===== config.mk =====
export PLATFORM = sky130hd
export DESIGN_NAME = mono_framebuffer_to_page_columns_core
export DESIGN_NICKNAME = d
export VERILOG_FILES = /design/src/hdl/mfpc_pkg.sv /design/src/hdl/mono_framebuffer_to_page_columns_core.sv /design/src/hdl/mfpc_ram.sv
export SDC_FILE = /design/constraint.sdc
export NUM_CORES = 1
export LEC_CHECK = 0
export BUFFER_PORTS_ARGS = -buffer_cell sky130_fd_sc_hd__buf_4
export CAP_MARGIN = 5
export CORE_UTILIZATION = 60
export CTS_CLUSTER_DIAMETER = 120
export DETAILED_ROUTE_END_ITERATION = 16
export MAX_ROUTING_LAYER = met4
export PLACE_DENSITY = 0.85
export SYNTH_ARGS = -nofsm -noshare
export SYNTH_HDL_FRONTEND = slang
export SYNTH_SLANG_ARGS = --single-unit

===== constraint.sdc =====
create_clock -name clk -period 15.2 [get_ports clk]
set_input_delay 2.28 -clock clk [delete_from_list [all_inputs] [get_ports clk]]
set_output_delay 2.28 -clock clk [all_outputs]
set_load 0.05 [all_outputs]

===== src/hdl/mfpc_pkg.sv =====
// Shared types, constants and the column transpose for the page-column converter.
// No dependencies; the top level and the testbench import this package.
`timescale 1ns / 1ps
`default_nettype none

package mfpc_pkg;

	// Geometry of one page
	localparam int unsigned PAGE_ROWS  = 8;
	localparam int unsigned STORE_ROWS = 7;
	localparam logic [2:0]  ROW_LAST   = 3'd7;
	localparam logic [2:0]  BEAT_LAST  = 3'd7;

	// Configuration port
	localparam int unsigned CFG_IDX_W  = 1;
	localparam int unsigned CFG_DATA_W = 5;
	localparam logic [CFG_IDX_W-1:0] REG_ROW_BYTES  = 1'b0;
	localparam logic [CFG_IDX_W-1:0] REG_PAGE_COUNT = 1'b1;

	// Register reset values
	localparam logic [4:0] ROW_BYTES_RST  = 5'd12;
	localparam logic [3:0] PAGE_COUNT_RST = 4'd2;

	typedef logic [7:0]                   byte_t;
	typedef logic [STORE_ROWS-1:0][7:0]   store_rows_t;
	typedef logic [PAGE_ROWS-1:0][7:0]    col_set_t;

	// Turn seven stored row bytes plus the row 7 byte into eight column bytes:
	// bit r of column c is bit c of row r.
	function automatic col_set_t transpose(input store_rows_t rows, input byte_t px);
		col_set_t cols;
		for (int c = 0; c < PAGE_ROWS; c++) begin
			for (int r = 0; r < STORE_ROWS; r++) begin
				cols[c][r] = rows[r][c];
			end
			cols[c][PAGE_ROWS-1] = px[c];
		end
		return cols;
	endfunction

endpackage

`default_nettype wire


===== src/hdl/mono_framebuffer_to_page_columns_core.sv =====
// A row 7 word is captured in the input stage as the row store is read, then moved on to the
// output register once that is free. Throughput: rows 0 to 6 take one word per cycle unless
// the input stage is waiting; each row 7 word gives eight column words in turn from the single
// output register, and the next row 7 word waits in the input stage until those eight have left.
// Reset: asynchronous, active low; clears counters and valids, sets the registers to 12 and 2.
// Row store contents are not cleared; a row 7 word reads whatever each row last wrote at its byte position.
`timescale 1ns / 1ps
`default_nettype none

// Top level: row store, position counters, input stage and column serialiser.
// Depends on mfpc_pkg and mfpc_ram.
module mono_framebuffer_to_page_columns_core #(
	parameter int unsigned MAX_ROW_BYTES = 16,
	parameter int unsigned MAX_PAGES     = 8
) (
	input  wire logic                               clk,
	input  wire logic                               arst_n,
	input  wire logic                               cfg_valid,
	output logic                                    cfg_ready,
	input  wire logic [mfpc_pkg::CFG_IDX_W-1:0]     cfg_index,
	input  wire logic [mfpc_pkg::CFG_DATA_W-1:0]    cfg_data,
	input  wire logic                               in_valid,
	output logic                                    in_ready,
	input  wire logic [7:0]                         pixel_byte,
	output logic                                    out_valid,
	input  wire logic                               out_ready,
	output logic      [7:0]                         column_byte,
	output logic      [6:0]                         column,
	output logic      [2:0]                         page,
	output logic                                    last_of_run,
	output logic                                    last_of_frame
);

	import mfpc_pkg::*;

	localparam int unsigned BIW = (MAX_ROW_BYTES > 1) ? $clog2(MAX_ROW_BYTES) : 1;
	localparam int unsigned PW  = (MAX_PAGES > 1) ? $clog2(MAX_PAGES) : 1;
	localparam logic [5:0]  MAX_RB6 = 6'(MAX_ROW_BYTES);
	localparam logic [4:0]  MAX_PC5 = 5'(MAX_PAGES);

	// Configuration registers
	logic [4:0] row_bytes_q;
	logic [3:0] page_count_q;

	// Position counters
	logic [BIW-1:0] byte_in_row_q;
	logic [2:0]     row_in_page_q;
	logic [PW-1:0]  page_index_q;

	// Input stage (row 7 words only)
	logic           valid_s1;
	byte_t          px_s1;
	logic [BIW-1:0] bi_s1;
	logic [PW-1:0]  pg_s1;
	logic           fe_s1;
	store_rows_t    rows_s1;

	// Output stage
	logic           out_valid_q;
	col_set_t       cols_q;
	logic [2:0]     beat_q;
	logic [BIW-1:0] bi_q;
	logic [PW-1:0]  pg_q;
	logic           fe_q;

	logic        in_accept;
	logic        is_row7;
	logic        s1_move;
	logic        out_done;
	logic [5:0]  rb_eff;
	logic [4:0]  pc_eff;
	logic        row_wrap;
	logic        page_wrap;
	logic        frame_end;

	// Configuration writes are always taken
	assign cfg_ready = 1'b1;

	always_ff @(posedge clk or negedge arst_n) begin
		if (!arst_n) begin
			row_bytes_q  <= ROW_BYTES_RST;
			page_count_q <= PAGE_COUNT_RST;
		end else if (cfg_valid) begin
			case (cfg_index)
				REG_ROW_BYTES:  row_bytes_q  <= cfg_data;
				REG_PAGE_COUNT: page_count_q <= cfg_data[3:0];
				default: ;
			endcase
		end
	end

	// Clamp the registers into the supported range
	always_comb begin
		if (row_bytes_q == 5'd0) begin
			rb_eff = 6'd1;
		end else if ({1'b0, row_bytes_q} > MAX_RB6) begin
			rb_eff = MAX_RB6;
		end else begin
			rb_eff = {1'b0, row_bytes_q};
		end
		if (page_count_q == 4'd0) begin
			pc_eff = 5'd1;
		end else if ({1'b0, page_count_q} > MAX_PC5) begin
			pc_eff = MAX_PC5;
		end else begin
			pc_eff = {1'b0, page_count_q};
		end
	end

	// Handshake and position decode
	assign is_row7   = (row_in_page_q == ROW_LAST);
	assign out_done  = out_valid_q && out_ready && (beat_q == BEAT_LAST);
	assign s1_move   = valid_s1 && (!out_valid_q || out_done);
	assign in_ready  = !valid_s1 || s1_move;
	assign in_accept = in_valid && in_ready;
	assign row_wrap  = (6'(byte_in_row_q) + 6'd1) >= rb_eff;
	assign page_wrap = (5'(page_index_q) + 5'd1) >= pc_eff;
	assign frame_end = (5'(page_index_q) == pc_eff - 5'd1)
		&& (6'(byte_in_row_q) == rb_eff - 6'd1);

	// Advance the position counters, wrapping at row, page and frame ends
	always_ff @(posedge clk or negedge arst_n) begin
		if (!arst_n) begin
			byte_in_row_q <= '0;
			row_in_page_q <= '0;
			page_index_q  <= '0;
		end else if (in_accept) begin
			if (row_wrap) begin
				byte_in_row_q <= '0;
				row_in_page_q <= row_in_page_q + 3'd1;
				if (is_row7) begin
					page_index_q <= page_wrap ? '0 : page_index_q + PW'(1);
				end
			end else begin
				byte_in_row_q <= byte_in_row_q + BIW'(1);
			end
		end
	end

	// Row store: one RAM per stored row, all read at the current byte position
	for (genvar r = 0; r < STORE_ROWS; r++) begin : g_row
		mfpc_ram #(
			.WIDTH (8),
			.DEPTH (MAX_ROW_BYTES)
		) u_row (
			.clk   (clk),
			.we    (in_accept && (row_in_page_q == 3'(r))),
			.waddr (byte_in_row_q),
			.wdata (pixel_byte),
			.re    (in_accept && is_row7),
			.raddr (byte_in_row_q),
			.rdata (rows_s1[r])
		);
	end

	// Input stage: hold a row 7 word until the serialiser takes it
	always_ff @(posedge clk or negedge arst_n) begin
		if (!arst_n) begin
			valid_s1 <= 1'b0;
		end else if (in_accept && is_row7) begin
			valid_s1 <= 1'b1;
		end else if (s1_move) begin
			valid_s1 <= 1'b0;
		end
	end

	always_ff @(posedge clk) begin
		if (in_accept && is_row7) begin
			px_s1 <= pixel_byte;
			bi_s1 <= byte_in_row_q;
			pg_s1 <= page_index_q;
			fe_s1 <= frame_end;
		end
	end

	// Serialiser: load eight column words, step one per accepted word
	always_ff @(posedge clk or negedge arst_n) begin
		if (!arst_n) begin
			out_valid_q <= 1'b0;
			beat_q      <= '0;
		end else if (s1_move) begin
			out_valid_q <= 1'b1;
			beat_q      <= '0;
		end else if (out_valid_q && out_ready) begin
			if (beat_q == BEAT_LAST) begin
				out_valid_q <= 1'b0;
			end
			beat_q <= beat_q + 3'd1;
		end
	end

	always_ff @(posedge clk) begin
		if (s1_move) begin
			cols_q <= transpose(rows_s1, px_s1);
			bi_q   <= bi_s1;
			pg_q   <= pg_s1;
			fe_q   <= fe_s1;
		end
	end

	// Drive the result word
	logic [BIW+9:0] col_wide;
	logic [PW+2:0]  page_wide;

	assign col_wide      = {7'd0, bi_q, beat_q};
	assign page_wide     = {3'd0, pg_q};
	assign out_valid     = out_valid_q;
	assign column_byte   = cols_q[beat_q];
	assign column        = col_wide[6:0];
	assign page          = page_wide[2:0];
	assign last_of_run   = (beat_q == BEAT_LAST);
	assign last_of_frame = fe_q && (beat_q == BEAT_LAST);

endmodule

`default_nettype wire


===== src/hdl/mfpc_ram.sv =====
// Generic simple dual-port RAM with registered read and read enable.
// No dependencies; one instance holds one stored row of the current page.
`timescale 1ns / 1ps
`default_nettype none

module mfpc_ram #(
	parameter int unsigned WIDTH = 8,
	parameter int unsigned DEPTH = 16
) (
	input  wire logic                                     clk,
	input  wire logic                                     we,
	input  wire logic [(DEPTH > 1 ? $clog2(DEPTH) : 1)-1:0] waddr,
	input  wire logic [WIDTH-1:0]                         wdata,
	input  wire logic                                     re,
	input  wire logic [(DEPTH > 1 ? $clog2(DEPTH) : 1)-1:0] raddr,
	output logic      [WIDTH-1:0]                         rdata
);

	logic [WIDTH-1:0] mem_q [DEPTH];

	// Write port
	always_ff @(posedge clk) begin
		if (we) begin
			mem_q[waddr] <= wdata;
		end
	end

	// Registered read, held while re is low
	always_ff @(posedge clk) begin
		if (re) begin
			rdata <= mem_q[raddr];
		end
	end

endmodule

`default_nettype wire


==> results.sh <==
export IMPL_run_status="complete, no violations"
export IMPL_synth_edf_count=1040
export IMPL_wl_per_cell_um=36.4
export IMPL_die_y_um=262
export IMPL_drv_cap=0
export IMPL_crit_top_cell="buf_4"
export IMPL_clockRootBuffer="clkbuf_16"
export IMPL_clock_skew_ns=0.0247
export IMPL_cts_sinks=1064
export IMPL_register_area_sq_mm=0.0318
export IMPL_syn_nets=1786
export IMPL_tns_ns=0
export IMPL_worst_setup_path_end_kind="output pin"
export IMPL_drc=0
export IMPL_viasPerCell=7.01
export IMPL_grt_first_pass_wirelength_um=145000
export IMPL_hold_class="flop to flop"
export IMPL_synth_area_leaders="edfxtp_1, mux4_2, dfrtp_1, nor2_1, ha_1"
export IMPL_floorplan_die_area_sq_mm=0.0686
export IMPL_p_leak_nw=13.8
export IMPL_instances_no_fill=2767
export IMPL_dp_hpwl_um=51700
export IMPL_drive_gt1_share_pct=27.2
export IMPL_max_freq_mhz=178
export IMPL_grt_max_degree=165
export IMPL_min_period_ns=5.61
export IMPL_cts_resized=0
export IMPL_maxSlewHeadroom_pct=19.0
export IMPL_power_mw=7.82
export IMPL_initial_utilization_pct=61.1
export IMPL_die_x_um=262
export IMPL_routed_wl_um=101000
export IMPL_synth_common_cells="edfxtp_1, mux4_2, nor2_1, nand2_1, clkbuf_1"
export IMPL_vias=19407
export IMPL_hold_viol=0
export IMPL_seq_area_frac_synth_pct=78.6
export IMPL_yosys_area_top_type="edfxtp_1"
export IMPL_p_per_area_mw_per_mm2=174
export IMPL_clk_pin_slew_ns=0.06
export IMPL_setup_viol=0
export IMPL_crit_fanout=7
export IMPL_areaGrowthSynthToFinish_pct=10.7
export IMPL_fillerInstances=3674
export IMPL_num_rows=94
export IMPL_max_slew_worst_pin_slew_ns=1.21
export IMPL_crit_path_top_delay_cell="a21boi_1"
export IMPL_grt_pass1_vias=19993
export IMPL_cts_setup_buffers=0
export IMPL_netlist_area_sq_mm=0.0405
export IMPL_port_buffers=40
export IMPL_synth_most_common_cell="edfxtp_1"
export IMPL_async_reset_ff_share_pct=2.26
export IMPL_rsz0062_at_grt="no"
export IMPL_dp_cells=2585
export IMPL_tritoncts="yes"
export IMPL_required_ns=12.92
export IMPL_avgSynthCellArea_sq_um=23.2
export IMPL_cts_buffers=98
export IMPL_synth_distinct_cells=43
export IMPL_overflow=0
export IMPL_track_usage_pct=31.6
export IMPL_coreArea_sq_mm=0.0663
export IMPL_multi_input_area_sq_mm=0.00826
export IMPL_clock_path_buffers=3
export IMPL_cp_top_family="compound AO/OA/AOI/OAI gates"
export IMPL_critical_path_class="input port to output pin"
export IMPL_cts_htree_levels=3
export IMPL_finalCritPeriodShare_pct=36.9
export IMPL_syn_inst=1743
export IMPL_drt_initial_drc_count=3065
export IMPL_path_cells="buf_4, a21boi_1, nand2_1, buf_4"
export IMPL_path_buf_inv=2
export IMPL_synth_top_area_share_pct=77.1
export IMPL_gp_congestion=0.835
export IMPL_dr_pass1_iters=6
export IMPL_antenna_found_initial=3
export IMPL_final_nets=1864
export IMPL_holdBufCountCts=0
export IMPL_ys_flop_type="edfxtp_1"
export IMPL_synth_seq_cells=1064
export IMPL_ir_drop_uv=152
export IMPL_antenna_left=0
export IMPL_cp_data_arrival_time_ns=3.33
export IMPL_synth_warnings=0
export IMPL_slowest_delay_ns=0.44
export IMPL_worst_skew_pair_late_latency_ns=0.66
export IMPL_boundaryPins=42
export IMPL_slew_violations=0
export IMPL_r2r_slack_ns=10.64
export IMPL_startpoint_type="input port"
[cells by family (layout without fill, tap and decap cells)]
logic type / after synthesis / after routing / share of synthesized area, %
flip-flops: 1064 / 1064 / 78.6
multiplexers: 307 / 307 / 16.8
AND/OR/NAND/NOR: 207 / 207 / 2.04
buffers and inverters: 96 / 253 / 1.10
AO/OA/AOI/OAI: 33 / 33 / 0.556
adder cells (fa/ha/maj): 24 / 24 / 0.741
XOR/XNOR: 11 / 11 / 0.238
other: 1 / 4 / 0.00925
[power by group]
| group | internal (mW) | leakage, nW | switching [mW] |
|---|---|---|---|
| combinational | 0.839 | 2.68 | 1.03 |
| clock | 1.37 | 1.53 | 1.10 |
| sequential | 3.36 | 9.63 | 0.129 |
| total | 5.57 | 13.8 | 2.26 |
[per-stage QoR]
stage / cell area [sq um] / hold slack [ns] / setup slack, ns / utilization, %
floorplan: 40500 / 0.400 / 8.26 / -
CTS: 44800 / 0.417 / 9.61 / 67.6
detailed placement: 41700 / 0.405 / 9.65 / 62.9
global placement: 41700 / 0.401 / 9.69 / 62.9
global route: 44900 / 0.422 / 9.53 / 67.6
finish: 44900 / 0.418 / 9.59 / 67.6
[flip-flops by register name, summed over array words and instances (netlist names), 3 cells and up]
signal and flops:
g_row.u_row.mem_q 896, page 3, g_row.u_row.rdata 56, pg_s1 3, beat_q 3, row_bytes_q 5, row_in_page_q 3, bi_s1 4
byte_in_row_q 4, page_count_q 4, bi_q 4, page_index_q 3, px_s1 8, cols_q 64
[worst reg2reg max path, stage by stage, from the launching register on]
cell	delay, ns
dfrtp_4	1.07
buf_4	0.90
ha_1	0.43
nand3_1	0.76
nor2_1	1.03
[final timing paths]
path	startpoint	cells past startpoint	endpoint
max in group asynchronous	arst_n	1	byte_in_row_q[0]
min in group asynchronous	arst_n	1	row_bytes_q[1]
hold reg to reg	g_row[2].u_row.rdata[6]	0	cols_q[50]
hold / removal	g_row[2].u_row.rdata[6]	0	cols_q[50]
setup / recovery	out_ready	4	in_ready
setup reg to reg	byte_in_row_q[0]	4	g_row[0].u_row.mem_q[13][0]
[layout make-up]
| class | count | share of cell area, % |
|---|---|---|
| repair buffers | 60 | 1.03 |
| diodes | 3 | 0.0167 |
| inverters | 14 | 0.117 |
| clock inverters | 58 | 1.24 |
| flip-flops and latches | 1064 | 71.0 |
| well taps | 864 | 2.41 |
| clock buffers | 121 | 5.78 |
| multi-input cells | 583 | 18.4 |
[cells in the final DEF (no fill, tap or decap), types with 11 or more instances in the layout]
cell / instances
clkinv_2: 15
mux4_2: 296
nand3_1: 11
buf_4: 59
nand2_1: 59
nor2_1: 120
inv_1: 13
clkinv_1: 21
clkbuf_16: 100
dfrtp_1: 17
ha_1: 24
clkbuf_1: 20
edfxtp_1: 1040
[layer usage]
| metal | track usage, % | vias to the layer above | share of wire (%) |
|---|---|---|---|
| li1 | - | 7456 | - |
| met1 | 38.7 | 10035 | 34 |
| met2 | 50.9 | 1617 | 51 |
| met3 | 6.87 | 299 | 10 |
| met4 | 14.6 | 0 | 5.1 |
| met5 | - | - | 0 |
Note: power is estimated with default switching activity, not from simulation.
